==> src/rtl/assert_macros.svh <==
`ifndef ASSERT_MACROS_SVH
`define ASSERT_MACROS_SVH

// Checks a property on every rising edge of clk outside reset.
`define LCDSEQ_ASSERT(label, prop, msg) \
  label: assert property (@(posedge clk) disable iff (!rst_n) (prop)) else $error(msg);

// Checks a property on every rising edge of clk, reset included.
`define LCDSEQ_ASSERT_ALWAYS(label, prop, msg) \
  label: assert property (@(posedge clk) (prop)) else $error(msg);

`endif

==> src/rtl/lcdseq_pkg.sv <==
package lcdseq_pkg;

  localparam logic [3:0] STEP_IDLE      = 4'd0;
  localparam logic [3:0] STEP_PWR_FIRST = 4'd1;
  localparam logic [3:0] STEP_PWR_LAST  = 4'd9;
  localparam logic [3:0] STEP_PAUSE     = 4'd10;
  localparam logic [3:0] STEP_HOME      = 4'd11;
  localparam logic [3:0] STEP_TEXT      = 4'd12;

  localparam logic [6:0] WAIT_RESET = 7'd20;
  localparam logic [6:0] WAIT_PAUSE = 7'd100;
  localparam logic [6:0] WAIT_HOME  = 7'd3;
  localparam logic [6:0] WAIT_KICK  = 7'd1;
  localparam logic [6:0] WAIT_NONE  = 7'd0;

  localparam logic [5:0] LEN_HOME = 6'd2;
  localparam logic [5:0] LEN_TEXT = 6'd34;

  localparam logic [3:0] NIB_HOME_HI = 4'h8;
  localparam logic [3:0] NIB_HOME_LO = 4'h0;

  localparam logic [4:0] BYTE_LINE2 = 5'd8;
  localparam logic [4:0] BYTE_VOL0  = 5'd9;
  localparam logic [7:0] LINE2_ADDR = 8'd192;

  localparam logic [9:0] VALUE_MAX = 10'd999;
  localparam logic [9:0] HUND_STEP = 10'd100;
  localparam logic [9:0] TENS_STEP = 10'd10;

  localparam logic [7:0] CH_ZERO  = 8'd48;
  localparam logic [7:0] CH_SPACE = " ";
  localparam logic [7:0] CH_B     = "B";
  localparam logic [7:0] CH_P     = "P";
  localparam logic [7:0] CH_M     = "M";
  localparam logic [7:0] CH_V     = "V";
  localparam logic [7:0] CH_O     = "o";
  localparam logic [7:0] CH_L     = "l";
  localparam logic [7:0] CH_COLON = ":";
  localparam logic [7:0] CH_U     = "u";
  localparam logic [7:0] CH_T     = "t";
  localparam logic [7:0] CH_E     = "e";
  localparam logic [7:0] CH_PCT   = "%";

  typedef struct packed {
    logic [3:0] hund;
    logic [3:0] tens;
    logic [3:0] units;
  } bcd_digits_t;

  function automatic logic [3:0] pwr_nib(logic [3:0] step, logic second);
    logic [7:0] pair;
    unique case (step)
      4'd1, 4'd2, 4'd3: pair = 8'h30;
      4'd4:             pair = 8'h20;
      4'd5:             pair = 8'h28;
      4'd6:             pair = 8'h0E;
      4'd7:             pair = 8'h01;
      4'd8:             pair = 8'h06;
      4'd9:             pair = 8'h80;
      default:          pair = 8'h00;
    endcase
    return second ? pair[3:0] : pair[7:4];
  endfunction

  function automatic logic [5:0] pwr_len(logic [3:0] step);
    return (step <= 4'd4) ? 6'd1 : 6'd2;
  endfunction

  function automatic logic [6:0] pwr_wait(logic [3:0] step);
    logic [6:0] w;
    unique case (step)
      4'd1:    w = 7'd5;
      4'd7:    w = 7'd2;
      default: w = 7'd1;
    endcase
    return w;
  endfunction

  function automatic logic [7:0] digit_char(logic [3:0] d);
    return CH_ZERO + {4'd0, d};
  endfunction

  function automatic logic [7:0] num_char(logic [1:0] pos, bcd_digits_t d);
    logic [7:0] c;
    case (pos)
      2'd0:    c = (d.hund == 4'd0) ? CH_SPACE : digit_char(d.hund);
      2'd1:    c = (d.hund == 4'd0 && d.tens == 4'd0) ? CH_SPACE : digit_char(d.tens);
      default: c = digit_char(d.units);
    endcase
    return c;
  endfunction

  function automatic logic [7:0] tempo_char(logic [2:0] i, bcd_digits_t d);
    logic [7:0] c;
    case (i)
      3'd0, 3'd1, 3'd2: c = num_char(i[1:0], d);
      3'd4:             c = CH_B;
      3'd5:             c = CH_P;
      3'd6:             c = CH_M;
      default:          c = CH_SPACE;
    endcase
    return c;
  endfunction

  function automatic logic [7:0] vol_char(logic [2:0] i, logic mute, bcd_digits_t d);
    logic [7:0] c;
    case (i)
      3'd0:    c = CH_V;
      3'd1:    c = CH_O;
      3'd2:    c = CH_L;
      3'd3:    c = CH_COLON;
      3'd4:    c = mute ? CH_M : num_char(2'd0, d);
      3'd5:    c = mute ? CH_U : num_char(2'd1, d);
      3'd6:    c = mute ? CH_T : num_char(2'd2, d);
      default: c = mute ? CH_E : CH_PCT;
    endcase
    return c;
  endfunction

  // Returns the register select bit above the byte of one refresh transfer.
  function automatic logic [8:0] text_byte(logic [4:0] idx, logic valid, logic mute,
                                           bcd_digits_t td, bcd_digits_t vd);
    logic [4:0] vidx;
    logic [7:0] b;
    logic       rs;
    vidx = idx - BYTE_VOL0;
    rs   = 1'b1;
    if (idx == BYTE_LINE2) begin
      rs = 1'b0;
      b  = LINE2_ADDR;
    end else if (!valid) begin
      b = 8'd0;
    end else if (idx < BYTE_LINE2) begin
      b = tempo_char(idx[2:0], td);
    end else begin
      b = vol_char(vidx[2:0], mute, vd);
    end
    return {rs, b};
  endfunction

endpackage

==> src/rtl/lcdseq_if.sv <==
interface lcdseq_in_if;
  logic       valid;
  logic       ready;
  logic       command;
  logic [9:0] volume;
  logic [9:0] tempo;

  modport source (output valid, output command, output volume, output tempo, input ready);
  modport sink (input valid, input command, input volume, input tempo, output ready);
endinterface

interface lcdseq_out_if;
  logic       valid;
  logic       ready;
  logic       reg_select;
  logic [3:0] nibble;
  logic       last;

  modport source (output valid, output reg_select, output nibble, output last, input ready);
  modport sink (input valid, input reg_select, input nibble, input last, output ready);
endinterface

==> src/rtl/lcdseq_bcd.sv <==
`include "assert_macros.svh"

module lcdseq_bcd (
  input  logic                      clk,
  input  logic                      rst_n,
  input  logic                      start,
  input  logic [9:0]                value,
  output logic                      done,
  output lcdseq_pkg::bcd_digits_t   digits
);
  import lcdseq_pkg::*;

  typedef enum logic [1:0] {B_IDLE, B_HUND, B_TENS} bstate_t;

  bstate_t    state_r;
  logic [9:0] rem_r;
  logic [3:0] hund_r;
  logic [3:0] tens_r;
  logic       done_r;
  logic [9:0] sub;
  logic [9:0] diff;
  logic       borrow;

  // One compare and subtract unit serves both digit positions.
  assign sub              = (state_r == B_HUND) ? HUND_STEP : TENS_STEP;
  assign {borrow, diff}   = {1'b0, rem_r} - {1'b0, sub};

  always_ff @(posedge clk) begin
    if (!rst_n) begin
      state_r <= B_IDLE;
      done_r  <= 1'b0;
    end else begin
      done_r <= 1'b0;
      unique case (state_r)
        B_IDLE: begin
          if (start) begin
            rem_r   <= (value > VALUE_MAX) ? VALUE_MAX : value;
            hund_r  <= 4'd0;
            tens_r  <= 4'd0;
            state_r <= B_HUND;
          end
        end
        B_HUND: begin
          if (!borrow) begin
            rem_r  <= diff;
            hund_r <= hund_r + 4'd1;
          end else begin
            state_r <= B_TENS;
          end
        end
        B_TENS: begin
          if (!borrow) begin
            rem_r  <= diff;
            tens_r <= tens_r + 4'd1;
          end else begin
            done_r  <= 1'b1;
            state_r <= B_IDLE;
          end
        end
        default: state_r <= B_IDLE;
      endcase
    end
  end

  assign done   = done_r;
  assign digits = '{hund: hund_r, tens: tens_r, units: rem_r[3:0]};

  `LCDSEQ_ASSERT(a_tens_below_hundred, (state_r == B_TENS) |-> (rem_r < HUND_STEP), "tens phase remainder not below 100")
  `LCDSEQ_ASSERT(a_units_digit, done_r |-> (rem_r < TENS_STEP), "units digit out of range")
  `LCDSEQ_ASSERT(a_done_one_cycle, done_r |=> !done_r, "conversion done held longer than one cycle")

endmodule

==> src/rtl/char_lcd_4bit_init_refresh_sequencer.sv <==
// Character LCD sequencer for a 4-bit bus. Each input item is a millisecond tick or a refresh
// request; each result item is one nibble with its register select bit, and the last nibble a
// tick causes carries last. A tick with nothing due, or one that runs the pause step, emits
// nothing and leaves the sequencer ready for the next item. A tick that runs any other step
// emits 1, 2 or 34 nibbles through the output register, which hands over one nibble per cycle
// while the sink is ready. A refresh request formats tempo and volume with one shared compare
// and subtract unit, one step per cycle, and causes no result. No item is taken while a step
// is emitting or a conversion runs.
`include "assert_macros.svh"

module char_lcd_4bit_init_refresh_sequencer (
  input  logic            clk,
  input  logic            rst_n,
  lcdseq_in_if.sink       in_ch,
  lcdseq_out_if.source    out_ch
);
  import lcdseq_pkg::*;

  typedef enum logic [1:0] {S_IDLE, S_EMIT, S_CONV_T, S_CONV_V} state_t;

  state_t      state_r;
  logic [3:0]  step_r;
  logic [3:0]  emit_step_r;
  logic [7:0]  elapsed_r;
  logic [6:0]  wait_r;
  logic [5:0]  cnt_r;
  logic [5:0]  len_r;
  logic [9:0]  tempo_r;
  logic [9:0]  volume_r;
  bcd_digits_t tdig_r;
  bcd_digits_t vdig_r;
  logic        mute_r;
  logic        txt_valid_r;
  logic        bcd_start_r;
  logic        out_valid_r;
  logic        out_rs_r;
  logic [3:0]  out_nib_r;
  logic        out_last_r;

  logic        in_fire;
  logic        slot_free;
  logic [7:0]  elapsed_inc;
  logic        due;
  logic        cur_rs;
  logic [3:0]  cur_nib;
  logic [8:0]  cur_byte;
  logic        cur_last;
  logic [9:0]  bcd_value;
  logic        bcd_done;
  bcd_digits_t bcd_digits;

  lcdseq_bcd u_bcd (
    .clk    (clk),
    .rst_n  (rst_n),
    .start  (bcd_start_r),
    .value  (bcd_value),
    .done   (bcd_done),
    .digits (bcd_digits)
  );

  assign bcd_value   = (state_r == S_CONV_T) ? tempo_r : volume_r;
  assign in_ch.ready = (state_r == S_IDLE);
  assign in_fire     = in_ch.valid && in_ch.ready;
  assign slot_free   = !out_valid_r || out_ch.ready;
  assign elapsed_inc = (elapsed_r == 8'hFF) ? elapsed_r : elapsed_r + 8'd1;
  assign due         = (step_r != STEP_IDLE) && (step_r <= STEP_TEXT) &&
                       (elapsed_inc > {1'b0, wait_r});
  assign cur_byte    = text_byte(cnt_r[5:1], txt_valid_r, mute_r, tdig_r, vdig_r);
  assign cur_last    = (cnt_r == len_r - 6'd1);

  always_comb begin
    cur_rs  = 1'b0;
    cur_nib = 4'd0;
    case (emit_step_r) inside
      [STEP_PWR_FIRST:STEP_PWR_LAST]: cur_nib = pwr_nib(emit_step_r, cnt_r[0]);
      STEP_HOME: cur_nib = cnt_r[0] ? NIB_HOME_LO : NIB_HOME_HI;
      STEP_TEXT: begin
        cur_rs  = cur_byte[8];
        cur_nib = cnt_r[0] ? cur_byte[3:0] : cur_byte[7:4];
      end
      default: cur_nib = 4'd0;
    endcase
  end

  always_ff @(posedge clk) begin
    if (!rst_n) begin
      state_r     <= S_IDLE;
      step_r      <= STEP_PWR_FIRST;
      emit_step_r <= STEP_IDLE;
      elapsed_r   <= 8'd0;
      wait_r      <= WAIT_RESET;
      cnt_r       <= 6'd0;
      len_r       <= 6'd0;
      txt_valid_r <= 1'b0;
      bcd_start_r <= 1'b0;
      out_valid_r <= 1'b0;
    end else begin
      bcd_start_r <= 1'b0;
      if (out_ch.ready) begin
        out_valid_r <= 1'b0;
      end
      unique case (state_r)
        S_IDLE: begin
          if (in_fire && in_ch.command) begin
            tempo_r     <= in_ch.tempo;
            volume_r    <= in_ch.volume;
            bcd_start_r <= 1'b1;
            state_r     <= S_CONV_T;
            if (step_r == STEP_IDLE) begin
              step_r <= STEP_HOME;
              wait_r <= WAIT_KICK;
            end
          end else if (in_fire) begin
            elapsed_r <= elapsed_inc;
            if (due) begin
              case (step_r) inside
                [STEP_PWR_FIRST:STEP_PWR_LAST]: begin
                  wait_r      <= pwr_wait(step_r);
                  elapsed_r   <= 8'd0;
                  step_r      <= step_r + 4'd1;
                  emit_step_r <= step_r;
                  len_r       <= pwr_len(step_r);
                  cnt_r       <= 6'd0;
                  state_r     <= S_EMIT;
                end
                STEP_PAUSE: begin
                  wait_r <= WAIT_PAUSE;
                  step_r <= STEP_HOME;
                end
                STEP_HOME: begin
                  wait_r      <= WAIT_HOME;
                  elapsed_r   <= 8'd0;
                  step_r      <= STEP_TEXT;
                  emit_step_r <= STEP_HOME;
                  len_r       <= LEN_HOME;
                  cnt_r       <= 6'd0;
                  state_r     <= S_EMIT;
                end
                STEP_TEXT: begin
                  wait_r      <= WAIT_NONE;
                  step_r      <= STEP_IDLE;
                  emit_step_r <= STEP_TEXT;
                  len_r       <= LEN_TEXT;
                  cnt_r       <= 6'd0;
                  state_r     <= S_EMIT;
                end
                default: ;
              endcase
            end
          end
        end
        S_EMIT: begin
          if (slot_free) begin
            out_valid_r <= 1'b1;
            out_rs_r    <= cur_rs;
            out_nib_r   <= cur_nib;
            out_last_r  <= cur_last;
            cnt_r       <= cnt_r + 6'd1;
            if (cur_last) begin
              state_r <= S_IDLE;
            end
          end
        end
        S_CONV_T: begin
          if (bcd_done) begin
            tdig_r      <= bcd_digits;
            bcd_start_r <= 1'b1;
            state_r     <= S_CONV_V;
          end
        end
        S_CONV_V: begin
          if (bcd_done) begin
            vdig_r      <= bcd_digits;
            mute_r      <= (volume_r == 10'd0);
            txt_valid_r <= 1'b1;
            state_r     <= S_IDLE;
          end
        end
        default: state_r <= S_IDLE;
      endcase
    end
  end

  assign out_ch.valid      = out_valid_r;
  assign out_ch.reg_select = out_rs_r;
  assign out_ch.nibble     = out_nib_r;
  assign out_ch.last       = out_last_r;

  `LCDSEQ_ASSERT(a_cnt_in_range, (state_r == S_EMIT) |-> (cnt_r < len_r), "nibble count past step length")
  `LCDSEQ_ASSERT(a_step_reachable, step_r <= STEP_TEXT, "step code beyond text transfer")
  `LCDSEQ_ASSERT(a_pwr_clears_wait, (in_fire && !in_ch.command && due && step_r <= STEP_PWR_LAST) |=> (elapsed_r == 8'd0), "power-up step did not restart the wait")

endmodule
==> src/flat_wrapper.sv <==
// flat-port wrapper written by rule: the top's interface ports become plain ports
module char_lcd_4bit_init_refresh_sequencer_flat import lcdseq_pkg::*;
  (clk, rst_n, in_ch_valid, in_ch_command, in_ch_volume, in_ch_tempo, in_ch_ready, out_ch_valid, out_ch_reg_select, out_ch_nibble, out_ch_last, out_ch_ready);
  lcdseq_in_if in_ch_i ();
  lcdseq_out_if out_ch_i ();
  input  logic clk;
  input  logic rst_n;
  input wire logic [$bits(in_ch_i.valid)-1:0] in_ch_valid;
  input wire logic [$bits(in_ch_i.command)-1:0] in_ch_command;
  input wire logic [$bits(in_ch_i.volume)-1:0] in_ch_volume;
  input wire logic [$bits(in_ch_i.tempo)-1:0] in_ch_tempo;
  output wire logic [$bits(in_ch_i.ready)-1:0] in_ch_ready;
  output wire logic [$bits(out_ch_i.valid)-1:0] out_ch_valid;
  output wire logic [$bits(out_ch_i.reg_select)-1:0] out_ch_reg_select;
  output wire logic [$bits(out_ch_i.nibble)-1:0] out_ch_nibble;
  output wire logic [$bits(out_ch_i.last)-1:0] out_ch_last;
  input wire logic [$bits(out_ch_i.ready)-1:0] out_ch_ready;
  assign in_ch_i.valid = in_ch_valid;
  assign in_ch_i.command = in_ch_command;
  assign in_ch_i.volume = in_ch_volume;
  assign in_ch_i.tempo = in_ch_tempo;
  assign in_ch_ready = in_ch_i.ready;
  assign out_ch_valid = out_ch_i.valid;
  assign out_ch_reg_select = out_ch_i.reg_select;
  assign out_ch_nibble = out_ch_i.nibble;
  assign out_ch_last = out_ch_i.last;
  assign out_ch_i.ready = out_ch_ready;
  char_lcd_4bit_init_refresh_sequencer u_core (.clk(clk), .rst_n(rst_n), .in_ch(in_ch_i), .out_ch(out_ch_i));
endmodule
==> config.mk <==
export PLATFORM = sky130hd
export DESIGN_NAME = char_lcd_4bit_init_refresh_sequencer_flat
export DESIGN_NICKNAME = d
export VERILOG_FILES = /design/src/rtl/lcdseq_pkg.sv /design/src/rtl/lcdseq_if.sv /design/src/rtl/lcdseq_bcd.sv /design/src/rtl/char_lcd_4bit_init_refresh_sequencer.sv /design/src/flat_wrapper.sv
export VERILOG_INCLUDE_DIRS = /design/src /design/src/rtl
export SDC_FILE = /design/constraint.sdc
export NUM_CORES = 1
export LEC_CHECK = 0
export ABC_AREA = 1
export BUFFER_PORTS_ARGS = -buffer_cell sky130_fd_sc_hd__clkbuf_2
export CORE_MARGIN = 5
export CORE_UTILIZATION = 62
export DETAILED_ROUTE_END_ITERATION = 12
export GPL_ROUTABILITY_DRIVEN = 0
export PLACE_DENSITY_LB_ADDON = 0.15
export SLEW_MARGIN = 20
export SYNTH_ARGS = -nofsm -noshare
export SYNTH_HDL_FRONTEND = slang
export SYNTH_SLANG_ARGS = --single-unit
==> constraint.sdc <==
create_clock -name clk -period 3.8 [get_ports clk]
set_input_delay 1.14 -clock clk [delete_from_list [all_inputs] [get_ports clk]]
set_output_delay 1.14 -clock clk [all_outputs]
set_load 0.01 [all_outputs]
==> impl_metrics.env <==
export IMPL_holdWs_ns=0.4699
export IMPL_synth_seq_cells=113
export IMPL_ys_flop_type="edfxtp_1"
export IMPL_layout_drive_gt1_share_pct=14.89
export IMPL_p_total_mw=3.753
export IMPL_start_kind="register"
export IMPL_grt_max_degree=23
export IMPL_cpMaxStageDelayCell="dfxtp_1"
export IMPL_portBuffers=32
export IMPL_hold_buffers=0
export IMPL_grt_pass1_vias=4958
export IMPL_num_rows=36
export IMPL_drv_slew=0
export IMPL_post_drt_wl_per_cell_um=13.95
export IMPL_path_common_cell="nand3_1"
export IMPL_max_freq_ghz=0.3286
export IMPL_grt_overflow=0
export IMPL_fp_dieH_um=110.5
export IMPL_drtIter0Drc=535
export IMPL_ir_worst_vdd_uv=438.3
export IMPL_placed_area_um2=6585
export IMPL_cts_max_level=4
export IMPL_tightest_slew_ns=0.7245
export IMPL_end_kind="register"
export IMPL_cts_sinks=113
export IMPL_start_util_pct=63.81
export IMPL_num_vias=5165
export IMPL_setup_violations=0
export IMPL_postRouteAntennaNets=0
export IMPL_drc_errors=0
export IMPL_cts_root_buf="clkbuf_8"
export IMPL_final_min_clock_period_ns=3.043
export IMPL_slew_headroom_pct=51.65
export IMPL_critical_path_top_delay_family="simple AND/OR/NAND/NOR gates"
export IMPL_cap_violations=0
export IMPL_syn_inst=748
export IMPL_antenna_found_initial=0
export IMPL_postSynthAreaPerCell_um2=8.377
export IMPL_clkTransAtPathRegs_ns=0.06
export IMPL_area_delta_synth_final_pct=13.68
export IMPL_wl_um=13100
export IMPL_synth_async_reset_ratio_pct=0
export IMPL_drtPass1Iterations=5
export IMPL_finalCoreUtilization_pct=72.54
export IMPL_placedCellCount=907
export IMPL_static_leakage_power_nw=3.041
export IMPL_ys_seq_area_share_pct=47.12
export IMPL_setup_worst_path_class="reg2reg"
export IMPL_busiest_layer="met2"
export IMPL_crit_buf_inv=1
export IMPL_critPathArrivalTime_ns=3.50
export IMPL_dp_hpwl_um=9831
export IMPL_worstHoldPathType="reg2reg"
export IMPL_die_area_um2=12220
export IMPL_synthesis_area_um2=6266
export IMPL_cts_setup_buffers=0
export IMPL_layout_setup_ws_ns=0.7568
export IMPL_synth_edff_count=69
export IMPL_finClkSkew_ns=0.008149
export IMPL_finish_cell_count_without_fillers=939
export IMPL_grt_pass1_wl_um=22450
export IMPL_setup_tns_ns=0
export IMPL_fin_crit_sh_pct=80.08
export IMPL_grt_use_met1_pct=28.54
export IMPL_use_met3_pct=5.197
export IMPL_path_cells="ha_1 -> nand2_2 -> nor3_1 -> nand3_1 -> o21a_1 -> ha_1 -> nand3_1 -> nor2_1 -> nand3_1 -> nor2_1 -> nor2_4 -> nand3_4 -> nand2_1 -> o21ai_2 -> nand2_1 -> ha_1 -> inv_1 -> nand3_1 -> nand2_1"
export IMPL_hold_viol_final=0
export IMPL_synth_nets=802
export IMPL_core_um2=9819
export IMPL_yosys_warnings=0
export IMPL_numCtsBuffers=17
export IMPL_power_density_nw_per_um2=526.8
export IMPL_ys_types=44
export IMPL_cts_path_max_buffers=2
export IMPL_ctsResizeCount=0
export IMPL_cp_required_ns=4.25
export IMPL_boundaryPins=33
export IMPL_nets=847
export IMPL_dp_slack_ns=0.8090
export IMPL_viasPerCell=5.501
export IMPL_finish_instance_area_um2=7123
export IMPL_die_w_um=110.5
export IMPL_grtUsageTotal_pct=21.92
export IMPL_cts_tree="built"
export IMPL_cpPeakStageDelay_ns=0.41
export IMPL_met2_usage_pct=35.92
export IMPL_outcome="finished, final reports clean"
export IMPL_antenna_cells=0
export IMPL_rsz0062_at_grt="no"
export IMPL_critPathMaxFanout=9
export IMPL_clock_latency_ns=0.51
==> layer usage <==
metal  vias to the layer above  part of all wire (%)
li1                       2586                     -
met1                      2382                    44
met2                       174                    49
met3                        23                   5.5
met4                         0                   1.4
met5                         -                     0
==> flip-flops by register name, indices dropped and copies added (netlist names), 2 cells and up, named ones only <==
name / flops
u_core.u_bcd.hund_r: 4
u_core.out_ch.nibble: 4
u_core.step_r: 4
u_core.wait_r: 5
u_core.u_bcd.state_r: 2
u_core.len_r: 3
u_core.tempo_r: 10
u_core.volume_r: 10
u_core.elapsed_r: 8
u_core.cnt_r: 6
u_core.vdig_r: 12
u_core.emit_step_r: 4
u_core.u_bcd.tens_r: 4
u_core.state_r: 2
u_core.u_bcd.rem_r: 10
u_core.tdig_r: 12
==> cells by family (layout without fill, tap and decap cells) <==
logic type                 Yosys count  in the layout  share of synthesized area (%)
and+or+nand+nor                    364            364                          27.52
buffers and inverters              114            172                          7.049
DFF                                113            113                          47.12
AOI/OAI and AO/OA                  110            110                          9.804
adders and majority gates           29             29                          5.911
xor gates and xnor gates            16             16                          2.237
muxes                                2              2                         0.3594
==> cells in the final DEF, fill, tap and decap left out, types with 5 or more instances in the layout <==
master and instances:
xnor2_1 7, o21bai_1 5, xor2_1 9, edfxtp_1 69, clkinvlp_4 5, nand4_1 10, nor3_1 11, nand3_1 54
inv_2 8, buf_4 6, nor2_1 81, ha_1 28, clkbuf_16 16, o21ai_0 37, nor2_4 6, dfxtp_1 44
a21oi_1 44, nand2_1 161, inv_1 94, clkbuf_2 32, nand2_2 14
==> Yosys cell counts (2+ instances only) <==
library cell  count  area share, %
o21ai_0          37            3.0
o21bai_1          5           0.60
nor4_1            5           0.50
nor2_2            3           0.30
ha_1             28            5.6
dfxtp_1          44             14
inv_1            94            5.6
nand3_2           4           0.64
nand2_1         161            9.6
nor2_4            6            1.1
a31oi_1           4           0.40
inv_2             8           0.48
nand3_1          54            4.3
nand4_1          10            1.0
nand2_4           4           0.72
a21oi_1          44            3.5
xor2_1            9            1.3
a32oi_1           3           0.42
o211ai_1          4           0.48
nor2_8            3           0.96
nand2_2          14            1.4
nor3_1           11           0.88
o21a_1            2           0.24
mux2_2            2           0.36
nor2_1           81            4.9
edfxtp_1         69             33
xnor2_1           7           0.98
or2_2             4           0.40
clkbuf_1          8           0.48
buf_2             2           0.16
o22ai_1           2           0.20
o21ai_1           4           0.32
==> path summary, 6_finish.rpt <==
kind                                          start                to  slack [ns]  cells past startpoint
worst max-delay path            u_core.elapsed_r[1]          register        0.76                     19
worst min-delay path               u_core.wait_r[2]  u_core.wait_r[2]        0.47                      2
worst max register to register  u_core.elapsed_r[1]          register        0.76                     19
worst min register to register     u_core.wait_r[2]  u_core.wait_r[2]        0.47                      2
==> where the power goes <==
| part | switching [mW] | total (mW) | internal, mW |
|---|---|---|---|
| registers | 0.0758 | 1.52 | 1.44 |
| logic | 0.536 | 0.819 | 0.283 |
| clock network | 0.550 | 1.42 | 0.865 |
| total | 1.16 | 3.75 | 2.59 |
==> worst min-delay path: stages (launching register included) <==
cell and delay [ns]:
dfxtp_1 0.33, nand2_1 0.05, nand3_1 0.06
==> area by class of cell <==
class                      instances  area [µm²]
timing repair buffer              38       205.2
sequential                       113        2953
multi-input combinational        521        2878
fill                             749        2696
clock buffer                      19       421.7
inverter                         102       382.9
tap                              133       166.4
clock inverter                    13       116.4
No activity file was read; power rests on OpenSTA's default activity.
